### src/hdl/hsvba_pkg.sv
`default_nettype none
package hsvba_pkg;

  localparam int CHAN_W     = 8;
  localparam int GAIN_FRAC  = 8;
  localparam int GAIN_W     = GAIN_FRAC + 4;
  localparam int SAT_W      = 17;
  localparam int HUE_W      = 11;
  localparam int XF_W       = 9;
  localparam int DIV_STAGES = 9;
  localparam int QUO_W      = 2 * DIV_STAGES;
  localparam int CFG_IDX_W  = 2;

  localparam logic [GAIN_W-1:0] GAIN_UNITY = GAIN_W'(1 << GAIN_FRAC);
  localparam logic [SAT_W-1:0]  SAT_ONE    = SAT_W'(1 << 16);
  localparam logic [HUE_W-1:0]  HUE_FULL   = HUE_W'(1536);
  localparam logic [HUE_W-1:0]  HUE_GREEN  = HUE_W'(512);
  localparam logic [HUE_W-1:0]  HUE_BLUE   = HUE_W'(1024);

  localparam logic [CFG_IDX_W-1:0] REG_BRIGHTNESS_GAIN = 2'd0;
  localparam logic [CFG_IDX_W-1:0] REG_SATURATION_GAIN = 2'd1;

  localparam logic [1:0] HSEL_RED   = 2'd0;
  localparam logic [1:0] HSEL_GREEN = 2'd1;
  localparam logic [1:0] HSEL_BLUE  = 2'd2;

  typedef struct packed {
    logic [CHAN_W-1:0] red_in;
    logic [CHAN_W-1:0] green_in;
    logic [CHAN_W-1:0] blue_in;
    logic [CHAN_W-1:0] alpha_in;
  } pix_in_t;

  typedef struct packed {
    logic [CHAN_W-1:0] red_out;
    logic [CHAN_W-1:0] green_out;
    logic [CHAN_W-1:0] blue_out;
    logic [CHAN_W-1:0] alpha_out;
  } pix_out_t;

endpackage
`default_nettype wire

### src/hdl/hsvba_div.sv
`default_nettype none
module hsvba_div (
  input  wire logic                            clk,
  input  wire logic                            en,
  input  wire logic [hsvba_pkg::CHAN_W-1:0]    num,
  input  wire logic [hsvba_pkg::CHAN_W-1:0]    den,
  output      logic [hsvba_pkg::QUO_W-1:0]     quo
);

  typedef struct packed {
    logic [hsvba_pkg::CHAN_W-1:0] rem;
    logic [hsvba_pkg::CHAN_W-1:0] den;
    logic [hsvba_pkg::QUO_W-1:0]  quo;
  } div_stage_t;

  div_stage_t stg_r   [hsvba_pkg::DIV_STAGES];
  div_stage_t stg_nxt [hsvba_pkg::DIV_STAGES];
  div_stage_t src     [hsvba_pkg::DIV_STAGES];

  function automatic logic [hsvba_pkg::CHAN_W:0] div_step(
    input logic [hsvba_pkg::CHAN_W:0]   v,
    input logic [hsvba_pkg::CHAN_W-1:0] d
  );
    logic                          ge;
    logic [hsvba_pkg::CHAN_W:0]    diff;
    ge   = v >= {1'b0, d};
    diff = v - {1'b0, d};
    return {ge, ge ? diff[hsvba_pkg::CHAN_W-1:0] : v[hsvba_pkg::CHAN_W-1:0]};
  endfunction

  for (genvar k = 0; k < hsvba_pkg::DIV_STAGES; k++) begin : g_stg
    logic [hsvba_pkg::CHAN_W:0] s0;
    logic [hsvba_pkg::CHAN_W:0] s1;

    if (k == 0) begin : g_first
      assign src[k] = '{rem: num, den: den, quo: '0};
      assign s0 = div_step({1'b0, src[k].rem}, src[k].den);
    end else begin : g_rest
      assign src[k] = stg_r[k-1];
      assign s0 = div_step({src[k].rem, 1'b0}, src[k].den);
    end

    always_comb begin
      s1 = div_step({s0[hsvba_pkg::CHAN_W-1:0], 1'b0}, src[k].den);
      stg_nxt[k] = '{rem: s1[hsvba_pkg::CHAN_W-1:0], den: src[k].den,
                     quo: {src[k].quo[hsvba_pkg::QUO_W-3:0],
                           s0[hsvba_pkg::CHAN_W], s1[hsvba_pkg::CHAN_W]}};
    end

    always_ff @(posedge clk) begin
      if (en) begin
        stg_r[k] <= stg_nxt[k];
      end
    end
  end

  assign quo = stg_r[hsvba_pkg::DIV_STAGES-1].quo;

endmodule
`default_nettype wire

### src/hdl/hsv_brightness_saturation_adjust.sv
// Throughput: one pixel per cycle while the skid is empty; the two 18-step divider pipelines set the depth.
// A two-entry output register and skid stage keep in_ready registered.
// Reset (rst_n low, synchronous): all valid bits and the skid clear, both gains
// return to unity (256).
`default_nettype none
module hsv_brightness_saturation_adjust (
  input  wire logic                                 clk,
  input  wire logic                                 rst_n,
  input  wire logic                                 in_valid,
  output      logic                                 in_ready,
  input  wire hsvba_pkg::pix_in_t                   in_data,
  output      logic                                 out_valid,
  input  wire logic                                 out_ready,
  output      hsvba_pkg::pix_out_t                  out_data,
  input  wire logic                                 cfg_valid,
  output      logic                                 cfg_ready,
  input  wire logic [hsvba_pkg::CFG_IDX_W-1:0]      cfg_index,
  input  wire logic [hsvba_pkg::GAIN_W-1:0]         cfg_data
);

  typedef struct packed {
    logic [hsvba_pkg::CHAN_W-1:0] alpha;
    logic [hsvba_pkg::CHAN_W-1:0] mx;
    logic [1:0]                   sel;
    logic                         neg;
    logic                         gray;
  } side_t;

  logic en;
  logic [hsvba_pkg::GAIN_W-1:0] bgain_r, sgain_r;

  assign cfg_ready = 1'b1;

  always_ff @(posedge clk) begin
    if (!rst_n) begin
      bgain_r <= hsvba_pkg::GAIN_UNITY;
      sgain_r <= hsvba_pkg::GAIN_UNITY;
    end else if (cfg_valid) begin
      unique case (cfg_index)
        hsvba_pkg::REG_BRIGHTNESS_GAIN: bgain_r <= cfg_data;
        hsvba_pkg::REG_SATURATION_GAIN: sgain_r <= cfg_data;
        default: ;
      endcase
    end
  end

  // input register
  logic               v0_r;
  hsvba_pkg::pix_in_t in_r;

  always_ff @(posedge clk) begin
    if (!rst_n) begin
      v0_r <= 1'b0;
    end else if (en) begin
      v0_r <= in_valid;
    end
  end

  always_ff @(posedge clk) begin
    if (en) begin
      in_r <= in_data;
    end
  end

  // max, min, delta, hue sector select
  logic [hsvba_pkg::CHAN_W-1:0] mx, mn, delta, mag;
  logic [hsvba_pkg::CHAN_W:0]   hnum;
  logic [1:0]                   sel;
  side_t                        side_nxt;

  always_comb begin
    mx = in_r.red_in;
    mn = in_r.red_in;
    if (in_r.green_in > mx) mx = in_r.green_in;
    if (in_r.blue_in > mx)  mx = in_r.blue_in;
    if (in_r.green_in < mn) mn = in_r.green_in;
    if (in_r.blue_in < mn)  mn = in_r.blue_in;
    delta = mx - mn;
    if (mx == in_r.red_in) begin
      sel  = hsvba_pkg::HSEL_RED;
      hnum = {1'b0, in_r.green_in} - {1'b0, in_r.blue_in};
    end else if (mx == in_r.green_in) begin
      sel  = hsvba_pkg::HSEL_GREEN;
      hnum = {1'b0, in_r.blue_in} - {1'b0, in_r.red_in};
    end else begin
      sel  = hsvba_pkg::HSEL_BLUE;
      hnum = {1'b0, in_r.red_in} - {1'b0, in_r.green_in};
    end
    mag = hnum[hsvba_pkg::CHAN_W] ? hsvba_pkg::CHAN_W'(-hnum)
                                  : hnum[hsvba_pkg::CHAN_W-1:0];
    side_nxt = '{alpha: in_r.alpha_in, mx: mx, sel: sel,
                 neg: hnum[hsvba_pkg::CHAN_W], gray: (delta == '0)};
  end

  logic                          v1_r;
  side_t                         side1_r;
  logic [hsvba_pkg::CHAN_W-1:0]  sat_num_r, sat_den_r, hue_num_r, hue_den_r;

  always_ff @(posedge clk) begin
    if (!rst_n) begin
      v1_r <= 1'b0;
    end else if (en) begin
      v1_r <= v0_r;
    end
  end

  always_ff @(posedge clk) begin
    if (en) begin
      side1_r   <= side_nxt;
      sat_num_r <= delta;
      sat_den_r <= (mx == '0) ? hsvba_pkg::CHAN_W'(1) : mx;
      hue_num_r <= (delta == '0) ? '0 : mag;
      hue_den_r <= (delta == '0) ? hsvba_pkg::CHAN_W'(1) : delta;
    end
  end

  // dividers and matching side delay line
  logic [hsvba_pkg::QUO_W-1:0] sat_quo, hue_quo;

  hsvba_div u_sat_div (
    .clk (clk),
    .en  (en),
    .num (sat_num_r),
    .den (sat_den_r),
    .quo (sat_quo)
  );

  hsvba_div u_hue_div (
    .clk (clk),
    .en  (en),
    .num (hue_num_r),
    .den (hue_den_r),
    .quo (hue_quo)
  );

  logic  vd_r   [hsvba_pkg::DIV_STAGES];
  side_t sided_r [hsvba_pkg::DIV_STAGES];

  for (genvar k = 0; k < hsvba_pkg::DIV_STAGES; k++) begin : g_dly
    always_ff @(posedge clk) begin
      if (!rst_n) begin
        vd_r[k] <= 1'b0;
      end else if (en) begin
        vd_r[k] <= (k == 0) ? v1_r : vd_r[(k == 0) ? 0 : k-1];
      end
    end
    always_ff @(posedge clk) begin
      if (en) begin
        sided_r[k] <= (k == 0) ? side1_r : sided_r[(k == 0) ? 0 : k-1];
      end
    end
  end

  side_t sd;
  assign sd = sided_r[hsvba_pkg::DIV_STAGES-1];

  // stage A: round quotients, hue, gains
  logic [hsvba_pkg::QUO_W:0]      sat_sum;
  logic [hsvba_pkg::SAT_W-1:0]    sat;
  logic [10:0]                    part_sum;
  logic [hsvba_pkg::XF_W-1:0]     part;
  logic [hsvba_pkg::HUE_W-1:0]    part_w, hue_nxt;
  logic [19:0]                    vprod;
  logic [11:0]                    vround;
  logic [28:0]                    sprod;
  logic [20:0]                    sround;
  logic [hsvba_pkg::CHAN_W-1:0]   val_nxt;
  logic [hsvba_pkg::SAT_W-1:0]    satg_nxt;

  always_comb begin
    sat_sum  = {1'b0, sat_quo} + (hsvba_pkg::QUO_W+1)'(1);
    sat      = sat_sum[hsvba_pkg::SAT_W:1];
    part_sum = {1'b0, hue_quo[hsvba_pkg::QUO_W-1:8]} + 11'd1;
    part     = part_sum[9:1];
    part_w   = {2'b00, part};
    hue_nxt  = '0;
    if (!sd.gray) begin
      case (sd.sel)
        hsvba_pkg::HSEL_RED:
          hue_nxt = (sd.neg && part != '0) ? hsvba_pkg::HUE_FULL - part_w : part_w;
        hsvba_pkg::HSEL_GREEN:
          hue_nxt = sd.neg ? hsvba_pkg::HUE_GREEN - part_w : hsvba_pkg::HUE_GREEN + part_w;
        default:
          hue_nxt = sd.neg ? hsvba_pkg::HUE_BLUE - part_w : hsvba_pkg::HUE_BLUE + part_w;
      endcase
    end
    vprod    = {12'b0, sd.mx} * {8'b0, bgain_r};
    vround   = 12'((vprod + 20'd128) >> hsvba_pkg::GAIN_FRAC);
    val_nxt  = (vround > 12'd255) ? 8'd255 : vround[7:0];
    sprod    = {12'b0, sat} * {17'b0, sgain_r};
    sround   = 21'((sprod + 29'd128) >> hsvba_pkg::GAIN_FRAC);
    satg_nxt = (sround > {4'b0, hsvba_pkg::SAT_ONE}) ? hsvba_pkg::SAT_ONE
                                                      : sround[hsvba_pkg::SAT_W-1:0];
  end

  logic                          va_r;
  logic [hsvba_pkg::HUE_W-1:0]   hue_a_r;
  logic [hsvba_pkg::CHAN_W-1:0]  val_a_r, alpha_a_r;
  logic [hsvba_pkg::SAT_W-1:0]   sat_a_r;

  always_ff @(posedge clk) begin
    if (!rst_n) begin
      va_r <= 1'b0;
    end else if (en) begin
      va_r <= vd_r[hsvba_pkg::DIV_STAGES-1];
    end
  end

  always_ff @(posedge clk) begin
    if (en) begin
      hue_a_r   <= hue_nxt;
      val_a_r   <= val_nxt;
      sat_a_r   <= satg_nxt;
      alpha_a_r <= sd.alpha;
    end
  end

  // stage B: sector, ramp, val * sat
  logic [2:0]                  sector_nxt;
  logic [hsvba_pkg::XF_W-1:0]  xf_nxt;
  logic [24:0]                 vs_nxt;

  always_comb begin
    sector_nxt = (hue_a_r[10:8] > 3'd5) ? 3'd5 : hue_a_r[10:8];
    xf_nxt     = sector_nxt[0] ? 9'd256 - {1'b0, hue_a_r[7:0]} : {1'b0, hue_a_r[7:0]};
    vs_nxt     = {17'b0, val_a_r} * {8'b0, sat_a_r};
  end

  logic                          vb_r;
  logic [2:0]                    sector_b_r;
  logic [hsvba_pkg::XF_W-1:0]    xf_b_r;
  logic [24:0]                   vs_b_r;
  logic [hsvba_pkg::CHAN_W-1:0]  val_b_r, alpha_b_r;

  always_ff @(posedge clk) begin
    if (!rst_n) begin
      vb_r <= 1'b0;
    end else if (en) begin
      vb_r <= va_r;
    end
  end

  always_ff @(posedge clk) begin
    if (en) begin
      sector_b_r <= sector_nxt;
      xf_b_r     <= xf_nxt;
      vs_b_r     <= vs_nxt;
      val_b_r    <= val_a_r;
      alpha_b_r  <= alpha_a_r;
    end
  end

  // stage C: ramp product and offset
  logic [33:0] x_nxt;
  logic [32:0] vsh_nxt, m_nxt;

  always_comb begin
    x_nxt   = {9'b0, vs_b_r} * {25'b0, xf_b_r};
    vsh_nxt = {vs_b_r, 8'b0};
    m_nxt   = {1'b0, val_b_r, 24'b0} - vsh_nxt;
  end

  logic                          vc_r;
  logic [2:0]                    sector_c_r;
  logic [33:0]                   x_c_r;
  logic [32:0]                   vsh_c_r, m_c_r;
  logic [hsvba_pkg::CHAN_W-1:0]  alpha_c_r;

  always_ff @(posedge clk) begin
    if (!rst_n) begin
      vc_r <= 1'b0;
    end else if (en) begin
      vc_r <= vb_r;
    end
  end

  always_ff @(posedge clk) begin
    if (en) begin
      sector_c_r <= sector_b_r;
      x_c_r      <= x_nxt;
      vsh_c_r    <= vsh_nxt;
      m_c_r      <= m_nxt;
      alpha_c_r  <= alpha_b_r;
    end
  end

  // stage D: assemble channels, round, clamp
  logic [33:0] comp [3];
  logic [33:0] vsw;
  logic [7:0]  chan [3];

  always_comb begin
    vsw = {1'b0, vsh_c_r};
    case (sector_c_r)
      3'd0:    begin comp[0] = vsw;   comp[1] = x_c_r; comp[2] = '0;    end
      3'd1:    begin comp[0] = x_c_r; comp[1] = vsw;   comp[2] = '0;    end
      3'd2:    begin comp[0] = '0;    comp[1] = vsw;   comp[2] = x_c_r; end
      3'd3:    begin comp[0] = '0;    comp[1] = x_c_r; comp[2] = vsw;   end
      3'd4:    begin comp[0] = x_c_r; comp[1] = '0;    comp[2] = vsw;   end
      default: begin comp[0] = vsw;   comp[1] = '0;    comp[2] = x_c_r; end
    endcase
  end

  for (genvar i = 0; i < 3; i++) begin : g_chan
    logic [34:0] csum;
    always_comb begin
      csum    = {1'b0, comp[i]} + {2'b0, m_c_r} + 35'(1 << 23);
      chan[i] = (csum[34:24] > 11'd255) ? 8'd255 : csum[31:24];
    end
  end

  logic                 vd_out_r;
  hsvba_pkg::pix_out_t  pd_r;

  always_ff @(posedge clk) begin
    if (!rst_n) begin
      vd_out_r <= 1'b0;
    end else if (en) begin
      vd_out_r <= vc_r;
    end
  end

  always_ff @(posedge clk) begin
    if (en) begin
      pd_r <= '{red_out: chan[0], green_out: chan[1], blue_out: chan[2],
                alpha_out: alpha_c_r};
    end
  end

  // output register and skid
  logic                 out_valid_r, skid_valid_r, push;
  hsvba_pkg::pix_out_t  out_r, skid_r;

  assign en       = !skid_valid_r;
  assign in_ready = en;
  assign push     = en && vd_out_r;

  always_ff @(posedge clk) begin
    if (!rst_n) begin
      out_valid_r  <= 1'b0;
      skid_valid_r <= 1'b0;
    end else if (!out_valid_r || out_ready) begin
      if (skid_valid_r) begin
        skid_valid_r <= 1'b0;
        out_valid_r  <= 1'b1;
      end else begin
        out_valid_r <= push;
      end
    end else if (push) begin
      skid_valid_r <= 1'b1;
    end
  end

  always_ff @(posedge clk) begin
    if (!out_valid_r || out_ready) begin
      out_r <= skid_valid_r ? skid_r : pd_r;
    end else if (push) begin
      skid_r <= pd_r;
    end
  end

  assign out_valid = out_valid_r;
  assign out_data  = out_r;

  a_skid_needs_out: assert property (@(posedge clk) disable iff (!rst_n)
    skid_valid_r |-> out_valid_r)
    else $error("skid holds a request while output register is empty");

  a_skid_holds: assert property (@(posedge clk) disable iff (!rst_n)
    (skid_valid_r && !out_ready) |=> skid_valid_r)
    else $error("skid request dropped during stall");

  a_skid_cause: assert property (@(posedge clk) disable iff (!rst_n)
    (!skid_valid_r && out_valid_r && !out_ready && vd_out_r) |=> skid_valid_r)
    else $error("stalled request not caught by skid");

endmodule
`default_nettype wire

### config.mk
export PLATFORM = sky130hd
export DESIGN_NAME = hsv_brightness_saturation_adjust
export DESIGN_NICKNAME = d
export VERILOG_FILES = /design/src/hdl/hsvba_pkg.sv /design/src/hdl/hsvba_div.sv /design/src/hdl/hsv_brightness_saturation_adjust.sv
export SDC_FILE = /design/constraint.sdc
export NUM_CORES = 2
export LEC_CHECK = 0
export BUFFER_PORTS_ARGS = -buffer_cell sky130_fd_sc_hd__buf_2
export CAP_MARGIN = 15
export CORE_MARGIN = 2
export CORE_UTILIZATION = 50
export DETAILED_ROUTE_END_ITERATION = 10
export GPL_TIMING_DRIVEN = 0
export HOLD_SLACK_MARGIN = 0.06
export MAX_ROUTING_LAYER = met4
export PLACE_DENSITY_LB_ADDON = 0.25
export RECOVER_POWER = 100
export SETUP_SLACK_MARGIN = 0.02
export SLEW_MARGIN = 5
export SYNTH_ARGS = -nofsm -noshare
export SYNTH_HDL_FRONTEND = slang
export SYNTH_SLANG_ARGS = --single-unit
### constraint.sdc
create_clock -name clk -period 27.4 [get_ports clk]
set_clock_uncertainty 0.15 [all_clocks]
set_input_delay 2.74 -clock clk [delete_from_list [all_inputs] [get_ports clk]]
set_output_delay 2.74 -clock clk [all_outputs]
set_load 0.05 [all_outputs]
## After elaboration in Yosys (flattened, before gate mapping)

Memories as Yosys holds them, arrays and structs flattened. A register that Yosys moved wholly into a read port is not among the register bits.
Index checks and enable logic that the tools add are counted.

- Memories kept: 4
- Input port bits: 51
- Logic and storage cells: 264
- Bits in writable memories: 801
- Register bits after elaboration: 411
- Output and inout bits: 35

Memories:

| name | words | bits a word | read ports | clocked after Yosys merged registers in | write ports | RTL line | RTL |
|---|---|---|---|---|---|---|---|
| u_hue_div.stg_r | 9 | 34 | 9 | 0 | 9 | hsvba_div.sv:16 | `div_stage_t stg_r [hsvba_pkg::DIV_STAGES];` |
| u_sat_div.stg_r | 9 | 34 | 9 | 0 | 9 | hsvba_div.sv:16 |  |
| sided_r | 9 | 20 | 9 | 0 | 9 | hsv_brightness_saturation_adjust.sv:137 | `side_t sided_r [hsvba_pkg::DIV_STAGES];` |
| vd_r | 9 | 1 | 9 | 1 | 9 | hsv_brightness_saturation_adjust.sv:136 | `logic vd_r [hsvba_pkg::DIV_STAGES];` |

- Bitwise logic cells: 11
- Multiply operators: 4
- Reduce and logical (&&, ||, !) cells: 17
- Multiplexer cells: 66
- Eq/ne operators: 8
- Magnitude comparators: 46
- Add/subtract/negate cells: 58

Operators with widths:

| operator | count |
|---|---|
| $pmux 102 s5 | 1 |
| $mux 8 | 42 |
| $ge 9x8->1 | 34 |
| $sub 8x8->8 | 37 |
| $add 34x33->35 | 3 |
| $add 35x24->35 const B | 3 |
| $mul 25x9->34 | 1 |
| $gt 11x8->1 const B | 3 |
| $mux 11 | 3 |
| $sub 32x33->33 | 1 |
| $mux 32 | 1 |
| $add 29x8->29 const B | 1 |
| $mul 17x12->29 | 1 |
| $sub 8x8->9 | 3 |
| $mul 8x17->25 | 1 |
| $pmux 11 s2 | 1 |
| $gt 21x17->1 const B | 1 |
| $add 20x8->20 const B | 1 |
| $mul 8x12->20 | 1 |
| $add 18x1->18 const B | 1 |
| $mux 9 | 2 |
| $eq 8x8->1 | 2 |
| $ge 8x8->1 | 2 |
| $gt 8x8->1 | 2 |
| 28 further kinds | 62 |

## Logic depth before layout (Yosys ltp)

- Depth in word-level cells: 9
- Mapped depth: 30
- Gate-level depth less buffers: 28

## Modules after synthesis

A second synthesis with hierarchy kept.

- Cell total of the unflattened synthesis: 6676
- Area, all modules: 74507.7 µm²

By module, submodules not included:

| module | sequential area each (µm²) | cells each | area an instance (µm²) | times used |
|---|---|---|---|---|
| hsv_brightness_saturation_adjust | 17206.5 | 4179 | 46355.7 | 1 |
| hsvba_div at u_sat_div | 6546.3 | 1284 | 14288.7 | 1 |
| hsvba_div at u_hue_div | 6546.3 | 1213 | 13863.3 | 1 |

## Worst setup path after synthesis

OpenSTA, ideal clock, no wires.

- Kind: register to output
- From: reg skid_valid_r
- To: out in_ready
- Path slack: 7574 ps
- Data required time: 24510 ps
- Stages on the path, launching flop included: 4
- Arrival time: 16936 ps
- Buffers on the path: 2
- Path through: dfxtp_1 > clkbuf_1 > clkbuf_1 > inv_1

- Cells in the longest elaborated chain, start to end: 1

Ends and longest elaborated chain:

| element | RTL line | RTL |
|---|---|---|
| start: declaration | hsv_brightness_saturation_adjust.sv:331 | `logic out_valid_r, skid_valid_r, push;` |
| start signal: assignment | hsv_brightness_saturation_adjust.sv:341 | `skid_valid_r <= 1'b0;` |
| start signal: assignment | hsv_brightness_saturation_adjust.sv:344 | `skid_valid_r <= 1'b0;` |
| start signal: assignment | hsv_brightness_saturation_adjust.sv:350 | `skid_valid_r <= 1'b1;` |
| $logic_not 1->1 | hsv_brightness_saturation_adjust.sv:334 | `assign en = !skid_valid_r;` |
| end: declaration | hsv_brightness_saturation_adjust.sv:10 | `output logic in_ready,` |

Every way passes these cells.

## Worst setup path in the final report

Same ends and word-level chain as after synthesis.

==> impl_metrics.toml <==
[outcome]
status = "finished, violations left"
failed_checks = "capacitance limit, slew limit"

[drt]
drtAntennaViolNets = 0
drc = 0
wire_per_inst_um = 16.7
num_vias = 41800
via_per_inst = 5.28
drt_wl_total_um = 132000
drtIter0Drc = 2149
first_pass_iters = 6

[setup_path]
startpoint = "skid_valid_r"
reg2reg_from = "skid_valid_r"
rrSetupSlack_ns = 13.96
cp-start-kind = "register"
crit_end = "in_ready"
critical_path_arrival_ns = 10.78
crit_fanout = 130
required_ns = 24.51
ff2ff_path_depth = 6
r2r-end = "in_r[16]"
end_kind = "primary output"
criticalPathCategory = "register to primary output"

[placed_design]
io_buffers = 84
detailed_place_hpwl_um = 103000
place_congestion = 0.900

[clock_tree]
cts-root-buf = "clkbuf_16"
cts_tree = "done"
ctsResizeCount = 0
htreeDepth = 3
clock_sinks = 936
postCtsSetupBuffers = 0
cts.path.max_buffers = 3
clk_pin_slew_ns = 0.06
clkLatencyLatePin_ns = 0.73
cts.hold.buffers_added = 0
numCtsBuffers = 101

[layout]
drive_gt1_share_pct = 5.84
diodes = 0
synthToLayoutAreaGrowth_pct = 8.99
final_nets = 7232

[sta]
setup_violations = 0
whs_ns = 0.256
tns_ns = 0
fin_crit_ns = 13.67
fmax_mhz = 73.2
slew_headroom_pct = -340
worst_pin_slew_ns = 6.59
finalCritPeriodShare_pct = 49.9
slew_viol_final = 679
hold_viol = 0
rsz0062_at_grt = "false"

[synthesis]
synth_seq_area_share_pct = 41.8
syn_area_per_cell_sq_um = 11.3
synthSimpleGateAreaFrac_pct = 11.7
synthMuxAreaShare_pct = 2.91
synth.top_cell.area_share_pct = 40.8
ys.flop_type = "edfxtp_1"
yosys_warnings = 0
async_flop_share_pct = 0
ys_types = 82
yosys.area.top_type = "edfxtp_1"
synthAdderAreaFrac_pct = 26.4
syn_nets = 7037
synth-seq-cells = 936
synth_compound_area_share_pct = 8.15
syn-cell-area_sq_um = 66500
synth_xor_area_share_pct = 3.89
synth_top_family_by_area = "adder cells"
netlist_instances = 5873
synth_edf_count = 903
synthTopCellsByArea = "edfxtp_1 41%, fa_1 14%, ha_1 12%"

[global_routing]
antenna_found_initial = 1
first_global_vias = 42700
overflow = 0
grt_usage_pct = 20.3
grt_start_max_net_pins = 137
grt_pass1_wl_um = 217000

[floorplanning]
rows = 133
design.die.area_sq_um = 136000
coreArea_sq_um = 132000
ioPinCount = 86
initial_core_util_pct = 50.5
die_x_um = 369
fp.dieH_um = 369

[worst_hold_path]
min-delay-start = "u_hue_div.stg_r[7][11]"
hold_path.class = "register to register"

[flow_run]
cap_viol_max_count = 8
[cells in the mapped netlist (13+ instances only)]
cell	count
o21a_1	45
nand3_1	65
a21oi_1	185
and3_1	28
fa_1	480
o21ai_0	201
or2_2	13
nand2b_1	57
dfxtp_1	33
nor2_1	283
xnor2_1	166
a22o_1	72
a21boi_0	66
edfxtp_1	903
nand4_1	30
or4_1	14
o31ai_1	26
ha_1	633
nor2b_1	74
mux2i_1	37
clkbuf_1	152
nor3_1	47
a31oi_1	13
inv_1	761
xor2_1	129
o21bai_1	20
nand2_1	610
mux2_2	139
a21o_1	89
and2_1	322
a211oi_1	15
or3_1	23
[flip-flops by register name (all words and copies together) (netlist names), 9 cells and up]
| signal | count |
|---|---|
| u_hue_div.stg_r | 134 |
| x_c_r | 26 |
| sgain_r | 12 |
| hue_a_r | 11 |
| bgain_r | 12 |
| side1_r | 20 |
| xf_b_r | 9 |
| out_data | 32 |
| skid_r | 32 |
| in_r | 32 |
| vs_b_r | 25 |
| m_c_r | 24 |
| u_sat_div.stg_r | 218 |
| vd_r | 9 |
| sat_a_r | 17 |
| sided_r | 180 |
| vsh_c_r | 25 |
| pd_r | 32 |
[metal layers]
layer  vias to the layer above  wire [um]  global-route usage (%)
met1                     20300      58600                    25.9
met3                       218       6200                    2.90
met4                         0       3790                    6.38
met5                         -          0                       -
met2                       837      63500                    33.7
li1                      20400          -                       -
[per-stage QoR]
stage | setup WS [ns] | instance area (sq um) | util [%] | std cells
5_1_grt | 12.34 | 72500 | 55.0 | 7907
6_report | 13.73 | 72500 | 55.0 | 7907
2_1_floorplan | 7.57 | 66500 | - | 5873
3_5_place_dp | 18.88 | 69300 | 52.6 | 7720
4_1_cts | 18.83 | 72700 | 55.2 | 7907
3_3_place_gp | -0.835 | 69100 | 52.4 | 7712
[cells by family (layout without fill, tap and decap cells)]
| group | after synthesis | in the layout |
|---|---|---|
| xor gates and xnor gates | 295 | 295 |
| buffers and inverters | 925 | 1204 |
| other | 1 | 1 |
| muxes | 176 | 176 |
| DFF | 936 | 936 |
| adders and majority gates | 1113 | 1113 |
| and+or+nand+nor | 1606 | 1606 |
| AOI/OAI and AO/OA | 821 | 821 |
[worst min path at each step]
stage | end | depth (start not counted)
detailed placement | alpha_b_r[7] | 0
floorplan | alpha_a_r[0] | 0
global route | u_hue_div.stg_r[5][6] | 0
CTS | u_hue_div.stg_r[8][13] | 0
finish | u_hue_div.stg_r[8][13] | 0
global placement | u_hue_div.stg_r[4][6] | 0
[critical path, stage by stage (launching register included)]
cell        delay [ns]
dfxtp_1           0.32
clkbuf_1          0.35
clkbuf_1          0.50
clkinvlp_2        3.93
clkbuf_1          3.28
buf_16            0.98
clkbuf_1          0.40
[layout by cell type, fill, tap and decap left out, types with 30 or more instances in the layout]
cell type  instances
a21boi_0          68
a21o_1            89
a21oi_1          187
a22o_1            72
and2_1           301
buf_2             49
clkbuf_1         213
clkbuf_16        101
dfxtp_1           33
edfxtp_1         903
fa_1             480
ha_1             633
inv_1            763
mux2_2           122
mux2i_1           37
nand2_1          611
nand2b_1          57
nand3_1           65
nand4_1           30
nor2_1           283
nor2b_1           74
nor3_1            51
o21a_1            45
o21ai_0          209
xnor2_1          166
xor2_1           129
[area by class of cell]
type,count,area (sq um)
fill,11200,59300
clock buffer,116,2580
sequential,936,27800
clock inverter,71,846
inverter,764,2870
buffer,161,611
timing repair buffer,92,452
tap,1755,2200
multi-input combinational,4012,35100
Power is not shown: default switching activity piles up to over one toggle a cycle in this logic, so the estimate is an artifact.
